`config.mk`:
```
export PLATFORM = sky130hd
export DESIGN_NAME = cosine_similarity_stream
export DESIGN_NICKNAME = d
export VERILOG_FILES = /design/src/sv/css_pkg.sv /design/src/sv/css_front.sv /design/src/sv/css_queue.sv /design/src/sv/css_back.sv /design/src/sv/cosine_similarity_stream.sv
export SDC_FILE = /design/constraint.sdc
export NUM_CORES = 2
export LEC_CHECK = 0
export BUFFER_PORTS_ARGS = -buffer_cell sky130_fd_sc_hd__buf_2
export CAP_MARGIN = 10
export CORE_MARGIN = 4
export CORE_UTILIZATION = 59
export CTS_BUF_LIST = sky130_fd_sc_hd__clkbuf_8 sky130_fd_sc_hd__clkbuf_16
export DETAILED_ROUTE_END_ITERATION = 12
export PLACE_DENSITY = 0.87
export SLEW_MARGIN = 10
export SYNTH_ARGS = -nofsm -noshare
export SYNTH_HDL_FRONTEND = slang
export SYNTH_SLANG_ARGS = --single-unit
```
`constraint.sdc`:
```
create_clock -name clock -period 10.8 [get_ports clock]
set_clock_uncertainty 0.05 [all_clocks]
set_input_delay 1.62 -clock clock [delete_from_list [all_inputs] [get_ports clock]]
set_output_delay 1.62 -clock clock [all_outputs]
set_load 0.01 [all_outputs]
```
`src/sv/css_pkg.sv`:
```
// Shared constants and types of the cosine similarity stream.
// Sizes the accumulators from the vector length limit and defines the job
// that moves from the front part to the back part.
package css_pkg;

   localparam int unsigned MAX_LENGTH  = 131072;
   localparam int unsigned ELEM_W      = 16;
   localparam int unsigned PROD_W      = 2 * ELEM_W;
   localparam int unsigned SQ_PROD_W   = 2 * ELEM_W - 1;
   localparam int unsigned CNT_W       = $clog2(MAX_LENGTH + 2);
   localparam int unsigned SQ_W        = $clog2(MAX_LENGTH + 1) + SQ_PROD_W - 1;
   localparam int unsigned DOT_W       = SQ_W + 1;
   localparam int unsigned WIDE_W      = 2 * SQ_W;
   localparam int unsigned FRAC_W      = 16;
   localparam int unsigned QUO_W       = 2 * FRAC_W + 1;
   localparam int unsigned ROOT_W      = QUO_W + 1;
   localparam int unsigned ROOT_STEPS  = FRAC_W + 1;
   localparam int unsigned SIM_W       = FRAC_W + 2;
   localparam int unsigned STEPS_MAX   = (SQ_W > QUO_W) ? SQ_W : QUO_W;
   localparam int unsigned STEP_W      = $clog2(STEPS_MAX);
   localparam int unsigned QUEUE_DEPTH = 2;
   localparam int unsigned QPTR_W      = (QUEUE_DEPTH > 1) ? $clog2(QUEUE_DEPTH) : 1;
   localparam int unsigned QCNT_W      = $clog2(QUEUE_DEPTH + 1);

   typedef enum logic [1:0] {
      STATUS_OK        = 2'd0,
      STATUS_ZERO_NORM = 2'd1,
      STATUS_TOO_LONG  = 2'd2
   } status_type;

   typedef struct packed {
      logic signed [DOT_W-1:0] dot;
      logic [SQ_W-1:0]         sum_a;
      logic [SQ_W-1:0]         sum_b;
      status_type              status;
   } job_type;

endpackage

```
`src/sv/css_front.sv`:
```
// Front part of the cosine similarity stream: takes element pairs,
// multiplies and accumulates them, and emits one job per vector.
// Depends on css_pkg.
module css_front (
   input  logic                               clock,
   input  logic                               reset,
   input  logic                               req_push,
   output logic                               req_full,
   input  logic signed [css_pkg::ELEM_W-1:0]  req_src_value,
   input  logic signed [css_pkg::ELEM_W-1:0]  req_dst_value,
   input  logic                               req_last_element,
   output logic                               job_push,
   output css_pkg::job_type                   job_data,
   input  logic                               job_full
);

   logic                                 stage_valid_ff, stage_valid_in;
   logic                                 stage_last_ff;
   logic signed [css_pkg::PROD_W-1:0]    pd_ff;
   logic [css_pkg::SQ_PROD_W-1:0]        pa_ff, pb_ff;
   logic signed [css_pkg::DOT_W-1:0]     dot_ff, dot_in, dot_new;
   logic [css_pkg::SQ_W-1:0]             sa_ff, sa_in, sa_new;
   logic [css_pkg::SQ_W-1:0]             sb_ff, sb_in, sb_new;
   logic [css_pkg::CNT_W-1:0]            cnt_ff, cnt_in, cnt_new;
   logic signed [css_pkg::PROD_W-1:0]    pd_mul, pa_mul, pb_mul;
   logic                                 advance, accept, work, keep;
   css_pkg::status_type                  status;

   localparam logic [css_pkg::CNT_W-1:0] CNT_MAX = css_pkg::CNT_W'(css_pkg::MAX_LENGTH);

   assign advance  = !(stage_valid_ff && stage_last_ff && job_full);
   assign req_full = !advance;
   assign accept   = req_push && advance;
   assign work     = stage_valid_ff && advance;

   assign pd_mul = req_src_value * req_dst_value;
   assign pa_mul = req_src_value * req_src_value;
   assign pb_mul = req_dst_value * req_dst_value;

   always_comb begin
      cnt_new = (cnt_ff <= CNT_MAX) ? cnt_ff + 1'b1 : cnt_ff;
      keep    = (cnt_new <= CNT_MAX);
      dot_new = keep ? dot_ff + css_pkg::DOT_W'(pd_ff) : dot_ff;
      sa_new  = keep ? sa_ff + css_pkg::SQ_W'(pa_ff) : sa_ff;
      sb_new  = keep ? sb_ff + css_pkg::SQ_W'(pb_ff) : sb_ff;
      if (!keep) begin
         status = css_pkg::STATUS_TOO_LONG;
      end else if (sa_new == '0 || sb_new == '0) begin
         status = css_pkg::STATUS_ZERO_NORM;
      end else begin
         status = css_pkg::STATUS_OK;
      end

      job_push        = work && stage_last_ff;
      job_data.dot    = dot_new;
      job_data.sum_a  = sa_new;
      job_data.sum_b  = sb_new;
      job_data.status = status;

      dot_in = dot_ff;
      sa_in  = sa_ff;
      sb_in  = sb_ff;
      cnt_in = cnt_ff;
      if (work) begin
         if (stage_last_ff) begin
            dot_in = '0;
            sa_in  = '0;
            sb_in  = '0;
            cnt_in = '0;
         end else begin
            dot_in = dot_new;
            sa_in  = sa_new;
            sb_in  = sb_new;
            cnt_in = cnt_new;
         end
      end

      stage_valid_in = stage_valid_ff;
      if (advance) begin
         stage_valid_in = accept;
      end
   end

   always_ff @(posedge clock) begin
      if (reset) begin
         stage_valid_ff <= 1'b0;
         dot_ff         <= '0;
         sa_ff          <= '0;
         sb_ff          <= '0;
         cnt_ff         <= '0;
      end else begin
         stage_valid_ff <= stage_valid_in;
         dot_ff         <= dot_in;
         sa_ff          <= sa_in;
         sb_ff          <= sb_in;
         cnt_ff         <= cnt_in;
      end
   end

   always_ff @(posedge clock) begin
      if (accept) begin
         stage_last_ff <= req_last_element;
         pd_ff         <= pd_mul;
         pa_ff         <= pa_mul[css_pkg::SQ_PROD_W-1:0];
         pb_ff         <= pb_mul[css_pkg::SQ_PROD_W-1:0];
      end
   end

endmodule

```
`src/sv/css_queue.sv`:
```
// Short job queue between the front and back parts of the cosine
// similarity stream. Depends on css_pkg.
module css_queue (
   input  logic             clock,
   input  logic             reset,
   input  logic             push,
   input  css_pkg::job_type push_data,
   output logic             full,
   input  logic             pop,
   output css_pkg::job_type pop_data,
   output logic             empty
);

   localparam logic [css_pkg::QPTR_W-1:0] LAST_PTR = css_pkg::QPTR_W'(css_pkg::QUEUE_DEPTH - 1);

   css_pkg::job_type              mem [css_pkg::QUEUE_DEPTH];
   logic [css_pkg::QPTR_W-1:0]    wr_ptr_ff, wr_ptr_in;
   logic [css_pkg::QPTR_W-1:0]    rd_ptr_ff, rd_ptr_in;
   logic [css_pkg::QCNT_W-1:0]    count_ff, count_in;
   logic                          do_push, do_pop;

   assign full     = (count_ff == css_pkg::QCNT_W'(css_pkg::QUEUE_DEPTH));
   assign empty    = (count_ff == '0);
   assign do_push  = push && !full;
   assign do_pop   = pop && !empty;
   assign pop_data = mem[rd_ptr_ff];

   always_comb begin
      wr_ptr_in = wr_ptr_ff;
      rd_ptr_in = rd_ptr_ff;
      count_in  = count_ff;
      if (do_push) begin
         wr_ptr_in = (wr_ptr_ff == LAST_PTR) ? '0 : wr_ptr_ff + 1'b1;
      end
      if (do_pop) begin
         rd_ptr_in = (rd_ptr_ff == LAST_PTR) ? '0 : rd_ptr_ff + 1'b1;
      end
      if (do_push && !do_pop) begin
         count_in = count_ff + 1'b1;
      end else if (do_pop && !do_push) begin
         count_in = count_ff - 1'b1;
      end
   end

   always_ff @(posedge clock) begin
      if (reset) begin
         wr_ptr_ff <= '0;
         rd_ptr_ff <= '0;
         count_ff  <= '0;
      end else begin
         wr_ptr_ff <= wr_ptr_in;
         rd_ptr_ff <= rd_ptr_in;
         count_ff  <= count_in;
      end
   end

   always_ff @(posedge clock) begin
      if (do_push) begin
         mem[wr_ptr_ff] <= push_data;
      end
   end

endmodule

```
`src/sv/css_back.sv`:
```
// Back part of the cosine similarity stream: serial multiply, restoring
// divide and digit-by-digit square root, then the result register.
// Depends on css_pkg.
module css_back (
   input  logic                             clock,
   input  logic                             reset,
   input  logic                             job_empty,
   input  css_pkg::job_type                 job_data,
   output logic                             job_pop,
   output logic                             rsp_empty,
   input  logic                             rsp_pop,
   output logic signed [css_pkg::SIM_W-1:0] rsp_similarity,
   output logic [1:0]                       rsp_status
);

   localparam int unsigned SQ_W   = css_pkg::SQ_W;
   localparam int unsigned WIDE_W = css_pkg::WIDE_W;
   localparam int unsigned QUO_W  = css_pkg::QUO_W;
   localparam int unsigned ROOT_W = css_pkg::ROOT_W;
   localparam int unsigned STEP_W = css_pkg::STEP_W;

   typedef enum logic [5:0] {
      ST_IDLE = 6'b000001,
      ST_MUL  = 6'b000010,
      ST_PREP = 6'b000100,
      ST_DIV  = 6'b001000,
      ST_SQRT = 6'b010000,
      ST_DONE = 6'b100000
   } state_type;

   state_type                         state_ff, state_in;
   logic [STEP_W-1:0]                 step_ff, step_in;
   logic                              out_valid_ff, out_valid_in;
   logic                              neg_ff, neg_in;
   logic [1:0]                        status_ff, status_in;
   logic [WIDE_W-1:0]                 mcand_p_ff, mcand_p_in, prod_p_ff, prod_p_in;
   logic [WIDE_W-1:0]                 mcand_d_ff, mcand_d_in, prod_d_ff, prod_d_in;
   logic [SQ_W-1:0]                   mplier_p_ff, mplier_p_in, mplier_d_ff, mplier_d_in;
   logic [WIDE_W-1:0]                 rem_ff, rem_in;
   logic [QUO_W-1:0]                  nbits_ff, nbits_in, quo_ff, quo_in, quo_next;
   logic [QUO_W-1:0]                  num_ff, num_in, bit_ff, bit_in;
   logic [ROOT_W-1:0]                 root_ff, root_in, cand;
   logic [WIDE_W:0]                   trial, trial_diff;
   logic                              ge, fits, out_free;
   logic signed [css_pkg::DOT_W-1:0]  dot_neg;
   logic [SQ_W-1:0]                   dot_abs;
   logic signed [css_pkg::SIM_W-1:0]  sim_mag, sim_val;
   logic signed [css_pkg::SIM_W-1:0]  out_sim_ff;
   logic [1:0]                        out_status_ff;

   assign rsp_empty      = !out_valid_ff;
   assign rsp_similarity = out_sim_ff;
   assign rsp_status     = out_status_ff;

   always_comb begin
      dot_neg    = -job_data.dot;
      dot_abs    = job_data.dot[css_pkg::DOT_W-1] ? dot_neg[SQ_W-1:0]
                                                   : job_data.dot[SQ_W-1:0];
      trial      = {rem_ff, nbits_ff[QUO_W-1]};
      trial_diff = trial - {1'b0, prod_p_ff};
      ge         = (trial >= {1'b0, prod_p_ff});
      quo_next   = {quo_ff[QUO_W-2:0], ge};
      cand       = root_ff + {1'b0, bit_ff};
      fits       = ({1'b0, num_ff} >= cand);
      sim_mag    = css_pkg::SIM_W'(root_ff[css_pkg::FRAC_W:0]);
      sim_val    = neg_ff ? -sim_mag : sim_mag;
      out_free   = !out_valid_ff || rsp_pop;

      state_in    = state_ff;
      step_in     = step_ff;
      neg_in      = neg_ff;
      status_in   = status_ff;
      mcand_p_in  = mcand_p_ff;
      mplier_p_in = mplier_p_ff;
      prod_p_in   = prod_p_ff;
      mcand_d_in  = mcand_d_ff;
      mplier_d_in = mplier_d_ff;
      prod_d_in   = prod_d_ff;
      rem_in      = rem_ff;
      nbits_in    = nbits_ff;
      quo_in      = quo_ff;
      num_in      = num_ff;
      root_in     = root_ff;
      bit_in      = bit_ff;
      job_pop     = 1'b0;
      out_valid_in = (rsp_pop && out_valid_ff) ? 1'b0 : out_valid_ff;

      case (state_ff)
         ST_IDLE: begin
            if (!job_empty) begin
               job_pop     = 1'b1;
               status_in   = job_data.status;
               neg_in      = job_data.dot[css_pkg::DOT_W-1];
               mcand_p_in  = WIDE_W'(job_data.sum_a);
               mplier_p_in = job_data.sum_b;
               prod_p_in   = '0;
               mcand_d_in  = WIDE_W'(dot_abs);
               mplier_d_in = dot_abs;
               prod_d_in   = '0;
               root_in     = '0;
               step_in     = '0;
               state_in    = (job_data.status == css_pkg::STATUS_OK) ? ST_MUL : ST_DONE;
            end
         end
         ST_MUL: begin
            if (mplier_p_ff[0]) begin
               prod_p_in = prod_p_ff + mcand_p_ff;
            end
            if (mplier_d_ff[0]) begin
               prod_d_in = prod_d_ff + mcand_d_ff;
            end
            mcand_p_in  = mcand_p_ff << 1;
            mcand_d_in  = mcand_d_ff << 1;
            mplier_p_in = mplier_p_ff >> 1;
            mplier_d_in = mplier_d_ff >> 1;
            step_in     = step_ff + 1'b1;
            if (step_ff == STEP_W'(SQ_W - 1)) begin
               state_in = ST_PREP;
            end
         end
         ST_PREP: begin
            rem_in   = prod_d_ff >> 1;
            nbits_in = {prod_d_ff[0], {(QUO_W-1){1'b0}}};
            quo_in   = '0;
            step_in  = '0;
            state_in = ST_DIV;
         end
         ST_DIV: begin
            rem_in   = ge ? trial_diff[WIDE_W-1:0] : trial[WIDE_W-1:0];
            nbits_in = nbits_ff << 1;
            quo_in   = quo_next;
            step_in  = step_ff + 1'b1;
            if (step_ff == STEP_W'(QUO_W - 1)) begin
               num_in   = quo_next;
               root_in  = '0;
               bit_in   = {1'b1, {(QUO_W-1){1'b0}}};
               step_in  = '0;
               state_in = ST_SQRT;
            end
         end
         ST_SQRT: begin
            if (fits) begin
               num_in  = num_ff - cand[QUO_W-1:0];
               root_in = (root_ff >> 1) + {1'b0, bit_ff};
            end else begin
               root_in = root_ff >> 1;
            end
            bit_in  = bit_ff >> 2;
            step_in = step_ff + 1'b1;
            if (step_ff == STEP_W'(css_pkg::ROOT_STEPS - 1)) begin
               state_in = ST_DONE;
            end
         end
         ST_DONE: begin
            if (out_free) begin
               out_valid_in = 1'b1;
               state_in     = ST_IDLE;
            end
         end
         default: begin
            state_in = ST_IDLE;
         end
      endcase
   end

   always_ff @(posedge clock) begin
      if (reset) begin
         state_ff     <= ST_IDLE;
         out_valid_ff <= 1'b0;
      end else begin
         state_ff     <= state_in;
         out_valid_ff <= out_valid_in;
      end
   end

   always_ff @(posedge clock) begin
      step_ff     <= step_in;
      neg_ff      <= neg_in;
      status_ff   <= status_in;
      mcand_p_ff  <= mcand_p_in;
      mplier_p_ff <= mplier_p_in;
      prod_p_ff   <= prod_p_in;
      mcand_d_ff  <= mcand_d_in;
      mplier_d_ff <= mplier_d_in;
      prod_d_ff   <= prod_d_in;
      rem_ff      <= rem_in;
      nbits_ff    <= nbits_in;
      quo_ff      <= quo_in;
      num_ff      <= num_in;
      root_ff     <= root_in;
      bit_ff      <= bit_in;
      if (state_ff == ST_DONE && out_free) begin
         out_sim_ff    <= (status_ff == css_pkg::STATUS_OK) ? sim_val : '0;
         out_status_ff <= status_ff;
      end
   end

endmodule

```
`src/sv/cosine_similarity_stream.sv`:
```
// Top level of the cosine similarity stream: front accumulator, job queue
// and back divider/root unit. Depends on css_pkg, css_front, css_queue, css_back.
//
// Usage: push one element pair per cycle on req_src_value / req_dst_value
// while req_full is low; mark the final pair of a vector with req_last_element.
// Each marked pair yields one result on rsp_similarity (signed Q1.16, truncated
// toward zero) and rsp_status (0 ok, 1 zero norm, 2 longer than MAX_LENGTH).
// A result is valid while rsp_empty is low and transfers when rsp_pop is high.
// Throughput: one element pair per cycle while req_full is low; the front
// multiply-accumulate stage sets that rate. Per vector the back unit runs
// SQ_W serial multiply steps, 33 divide steps and 17 root steps plus hand-off,
// or only the hand-off when the status is nonzero, so vectors shorter than
// that work make req_full rise once the two-entry job queue is full.
// Reset (synchronous, active high) clears the accumulators, queue and result valid
// flag. When rsp_pop stays low the finished result holds, the back unit waits in
// its final step and the front accumulates until a last pair meets a full queue.
module cosine_similarity_stream (
   input  logic                               clock,
   input  logic                               reset,
   input  logic                               req_push,
   output logic                               req_full,
   input  logic signed [css_pkg::ELEM_W-1:0]  req_src_value,
   input  logic signed [css_pkg::ELEM_W-1:0]  req_dst_value,
   input  logic                               req_last_element,
   output logic                               rsp_empty,
   input  logic                               rsp_pop,
   output logic signed [css_pkg::SIM_W-1:0]   rsp_similarity,
   output logic [1:0]                         rsp_status
);

   logic             job_push, job_full, job_pop, job_empty;
   css_pkg::job_type job_in, job_out;

   css_front u_front (
      .clock            (clock),
      .reset            (reset),
      .req_push         (req_push),
      .req_full         (req_full),
      .req_src_value    (req_src_value),
      .req_dst_value    (req_dst_value),
      .req_last_element (req_last_element),
      .job_push         (job_push),
      .job_data         (job_in),
      .job_full         (job_full)
   );

   css_queue u_queue (
      .clock     (clock),
      .reset     (reset),
      .push      (job_push),
      .push_data (job_in),
      .full      (job_full),
      .pop       (job_pop),
      .pop_data  (job_out),
      .empty     (job_empty)
   );

   css_back u_back (
      .clock          (clock),
      .reset          (reset),
      .job_empty      (job_empty),
      .job_data       (job_out),
      .job_pop        (job_pop),
      .rsp_empty      (rsp_empty),
      .rsp_pop        (rsp_pop),
      .rsp_similarity (rsp_similarity),
      .rsp_status     (rsp_status)
   );

   a_job_no_overflow: assert property (@(posedge clock) disable iff (reset)
      job_push |-> !job_full)
      else $error("job pushed into a full queue");

   a_job_pop_nonempty: assert property (@(posedge clock) disable iff (reset)
      job_pop |-> !job_empty)
      else $error("job popped from an empty queue");

   a_bad_status_zero: assert property (@(posedge clock) disable iff (reset)
      (!rsp_empty && rsp_status != css_pkg::STATUS_OK) |-> rsp_similarity == '0)
      else $error("nonzero status with nonzero similarity");

   a_sim_range: assert property (@(posedge clock) disable iff (reset)
      !rsp_empty |-> (rsp_similarity <= 18'sd65536 && rsp_similarity >= -18'sd65536))
      else $error("similarity out of range");

   a_reset_empty: assert property (@(posedge clock)
      reset |=> rsp_empty)
      else $error("result visible after reset");

endmodule

```
==> flow_summary.ini <==
[synth]
ys.flop_type = edfxtp_1
syn-cell-area_mm2 = 0.104
synth_cells = 10786
synth_edf_count = 1109
syn_nets = 12274
yosysUniqueCellTypes = 91
postSynthAreaPerCell_um2 = 9.69
ys_ff_latch = 1285
ys_seq_area_share_pct = 35.2
synth_warnings = 0
postSynth.asyncResetShare_pct = 0

[setup_path]
start_kind = input pin
path_delay_family = adder cells
endpoint_kind = flip-flop
crit_path_frequent_cell = fa_1
critPathKind = in2reg
slowest_delay_ns = 0.65
worstPathRequired_ns = 11.29
cp_num_buf_inv = 5
crit_path_top_delay_cell = buf_2
cp_max_fo = 35
arrival_ns = 8.76

[grt]
grt_max_degree = 105
grt_first_pass_wirelength_um = 415000
grt.total_usage_pct = 27.4
overflow = 0
antenna_found_initial = 3
first_global_vias = 81541

[sta]
setup_viol = 0
post-route-period-util_pct = 76.6
holdWs_ns = 0.405
hold_violations = 0
max_freq_mhz = 121
worst_pin_slew_ns = 1.20
slew_violations = 0
fin_crit_ns = 8.27
slew_headroom_pct = 19.5
setup_tns_ns = 0
grt_setup_unrepaired = false

[die]
die_y_um = 429
dieWidth_um = 429
fp.dieArea_mm2 = 0.184
core_mm2 = 0.176
placementRows = 154
start_util_pct = 59.3
num_io_pins = 59

[clock_network]
cts_hold_buf = 0
htree_num_levels = 4
numCtsBuffers = 141
post_cts_buffers = 0
cts_root_buf = clkbuf_16
clk_path_buf_depth = 3
insertion_delay_ns = 0.80
cts_resized = 0
cts.sinks = 1285
clk_pin_slew_worst_paths_ns = 0.07
cts_tree = built

[power]
ir_worst_vdd_v = 0.000537
p_per_area_mw_per_mm2 = 356
leakagePower_uw = 0.0477

[min_path]
min_path_type = reg2reg

[place]
place_hpwl_um = 191000
dpl-instance-area_mm2 = 0.106
io_buffers = 58
gp_congestion = 0.947

[cells_and_area]
final_util_pct = 63.1
syn_to_final_growth_pct = 6.34
final_cell_area_mm2 = 0.111
finalNetCount = 12059
fillerInstances = 13541
drive_above_1_share_pct = 4.44

[drt]
routed_wirelength_um = 258000
ant_nets = 0
drt-initial-drc-count = 7025
drt_first_pass_iters = 6
drc = 0
avgRoutedWirePerCell_um = 19.8
vias = 79682
post_drt_via_cell_ratio = 6.12

[status]
outcome = finished, final reports clean

[run]
drv_cap = 0
[synthesized netlist by cell type, drive strengths merged, types with 14 or more instances]
cell / instances / area share [%]
ha: 726 / 8.7
a31oi: 79 / 0.47
and3: 76 / 0.46
a211o: 19 / 0.16
or3: 51 / 0.31
nor3b: 28 / 0.20
and2: 356 / 2.1
or2: 32 / 0.19
a211oi: 46 / 0.33
nor2b: 83 / 0.50
o21ai: 617 / 3.0
fa: 725 / 14
or4: 21 / 0.15
mux2: 46 / 0.50
xnor2: 419 / 3.5
nand2b: 82 / 0.49
mux2i: 220 / 2.1
o211ai: 36 / 0.26
inv: 1200 / 4.3
edfxtp: 1109 / 32
nand4: 106 / 0.64
nand3: 128 / 0.61
a21oi: 614 / 2.9
o31ai: 46 / 0.33
o21a: 70 / 0.50
xor2: 258 / 2.2
a2111oi: 14 / 0.12
nand3b: 14 / 0.10
clkbuf: 438 / 1.6
nor4: 39 / 0.23
nor2: 912 / 3.3
o21bai: 97 / 0.70
nor3: 169 / 0.81
a41oi: 24 / 0.20
and4: 22 / 0.18
a21o: 342 / 2.5
a21boi: 17 / 0.12
a31o: 28 / 0.23
nand2: 977 / 3.5
a22oi: 129 / 0.93
o31a: 15 / 0.13
dfxtp: 176 / 3.4
buf: 38 / 0.15
[layout make-up]
class | instances | area, µm² | share of cell area (%)
diodes | 1 | 2.50 | 0.00225
clock buffers | 150 | 3670 | 3.31
clock inverters | 109 | 987 | 0.888
inverters | 1206 | 4530 | 4.07
multi-input cells | 7819 | 61400 | 55.3
flip-flops and latches | 1285 | 36800 | 33.1
well taps | 2340 | 2930 | 2.64
repair buffers | 118 | 744 | 0.670
[worst reg2reg max path, stage by stage, from the launching register on]
cell      delay [ns]
edfxtp_1        0.50
ha_1            0.26
ha_1            0.20
a21o_1          0.20
a31o_2          0.26
a31oi_1         0.23
o21bai_1        0.14
a31o_2          0.28
a31oi_1         0.28
o21ai_0         0.22
a31oi_1         0.38
o21ai_0         0.16
nor3b_1         0.19
nor4_1          0.33
nor3_1          0.09
o21ai_0         0.23
xor2_1          0.11
ha_1            0.40
nand4_1         0.12
nor4_1          0.38
a41oi_1         0.21
a31o_2          0.61
or2_2           0.46
nand2_1         0.07
buf_4           0.41
[where the power goes]
part / internal [µW] / switching [µW] / total, µW
sequential: 8030 / 869 / 8900
clock: 2720 / 2110 / 4830
combinational: 10600 / 15100 / 25800
total: 21400 / 18100 / 39500
[stage by stage]
| stage | std cells | worst slack, ns | total power [µW] |
|---|---|---|---|
| after floorplan | 10786 | 2.53 | 28500 |
| after global placement | 12767 | 2.03 | 33100 |
| after detailed placement | 12767 | 1.86 | 34300 |
| after CTS | 13026 | 2.70 | 39300 |
| after global routing | 13027 | 2.22 | 42900 |
| final | 13028 | 2.53 | 39500 |
[per-layer routing]
layer / global-route usage (%) / vias to the layer above / wire [µm]
met5: 0 / - / 20
met2: 47.3 / 3267 / 127000
met4: 13.8 / 2 / 14000
met3: 4.12 / 858 / 16500
li1: - / 36719 / -
met1: 33.6 / 38836 / 100000
[worst paths after layout]
kind	from	endpoint	slack [ns]	cells past startpoint
max reg2reg	u_back.root_ff[0]$_SDFFCE_PN0P_	u_back.num_ff[0]$_DFFE_PP_	3.66	24
max	req_dst_value[4]	u_front.pd_ff[31]$_DFFE_PP_	2.53	26
min reg2reg	u_back.status_ff[0]$_DFFE_PP_	u_back.rsp_status[0]$_DFFE_PP_	0.41	0
min	u_back.status_ff[0]$_DFFE_PP_	u_back.rsp_status[0]$_DFFE_PP_	0.41	0
[cell families (layout without fill, tap and decap cells)]
| family | after synthesis | in the layout | synth area share (%) |
|---|---|---|---|
| other | 0 | 1 | 0 |
| buffers and inverters | 1682 | 1583 | 6.06 |
| AOI/OAI and AO/OA | 2311 | 2311 | 13.9 |
| and+or+nand+nor | 3114 | 3114 | 14.0 |
| xor gates and xnor gates | 677 | 677 | 5.67 |
| muxes | 266 | 266 | 2.60 |
| adders and majority gates | 1451 | 1451 | 22.6 |
| DFF | 1285 | 1285 | 35.2 |
[registers in the layout, indices dropped and copies added, names as in the netlist, 6 cells and up, named ones only]
name                   cells
u_back.bit_ff             17
u_back.mcand_d_ff         96
u_back.mcand_p_ff         96
u_back.mplier_d_ff        48
u_back.mplier_p_ff        48
u_back.num_ff             33
u_back.prod_d_ff          96
u_back.prod_p_ff          96
u_back.quo_ff             32
u_back.rem_ff             96
u_back.root_ff            34
u_back.rsp_similarity     18
u_back.state_ff            6
u_back.step_ff             6
u_front.cnt_ff            18
u_front.dot_ff            49
u_front.pa_ff             30
u_front.pb_ff             30
u_front.pd_ff             32
u_front.sa_ff             48
u_front.sb_ff             48
u_queue.mem              294
[layout by cell type (no fill, tap or decap), types with 51 or more instances in the layout]
cell type / synthesis / final
a31oi_1: 79 / 79
xor2_1: 258 / 258
inv_1: 1199 / 1224
and2_1: 354 / 353
o21bai_1: 97 / 97
nand4_1: 105 / 105
or3_1: 51 / 51
clkbuf_16: 0 / 143
nand2_1: 977 / 972
nor2b_1: 83 / 83
dfxtp_1: 176 / 175
and3_1: 76 / 76
nor3_1: 169 / 168
nor2_1: 912 / 910
o21a_1: 70 / 70
o21ai_0: 615 / 615
a22oi_1: 129 / 129
edfxtp_1: 1109 / 1109
buf_4: 0 / 59
nand3_1: 128 / 128
xnor2_1: 419 / 419
fa_1: 725 / 725
buf_2: 4 / 58
mux2i_1: 220 / 219
ha_1: 726 / 726
a21oi_1: 613 / 613
nand2b_1: 82 / 82
a21o_1: 342 / 342
No activity file was read; power rests on OpenSTA's default activity.
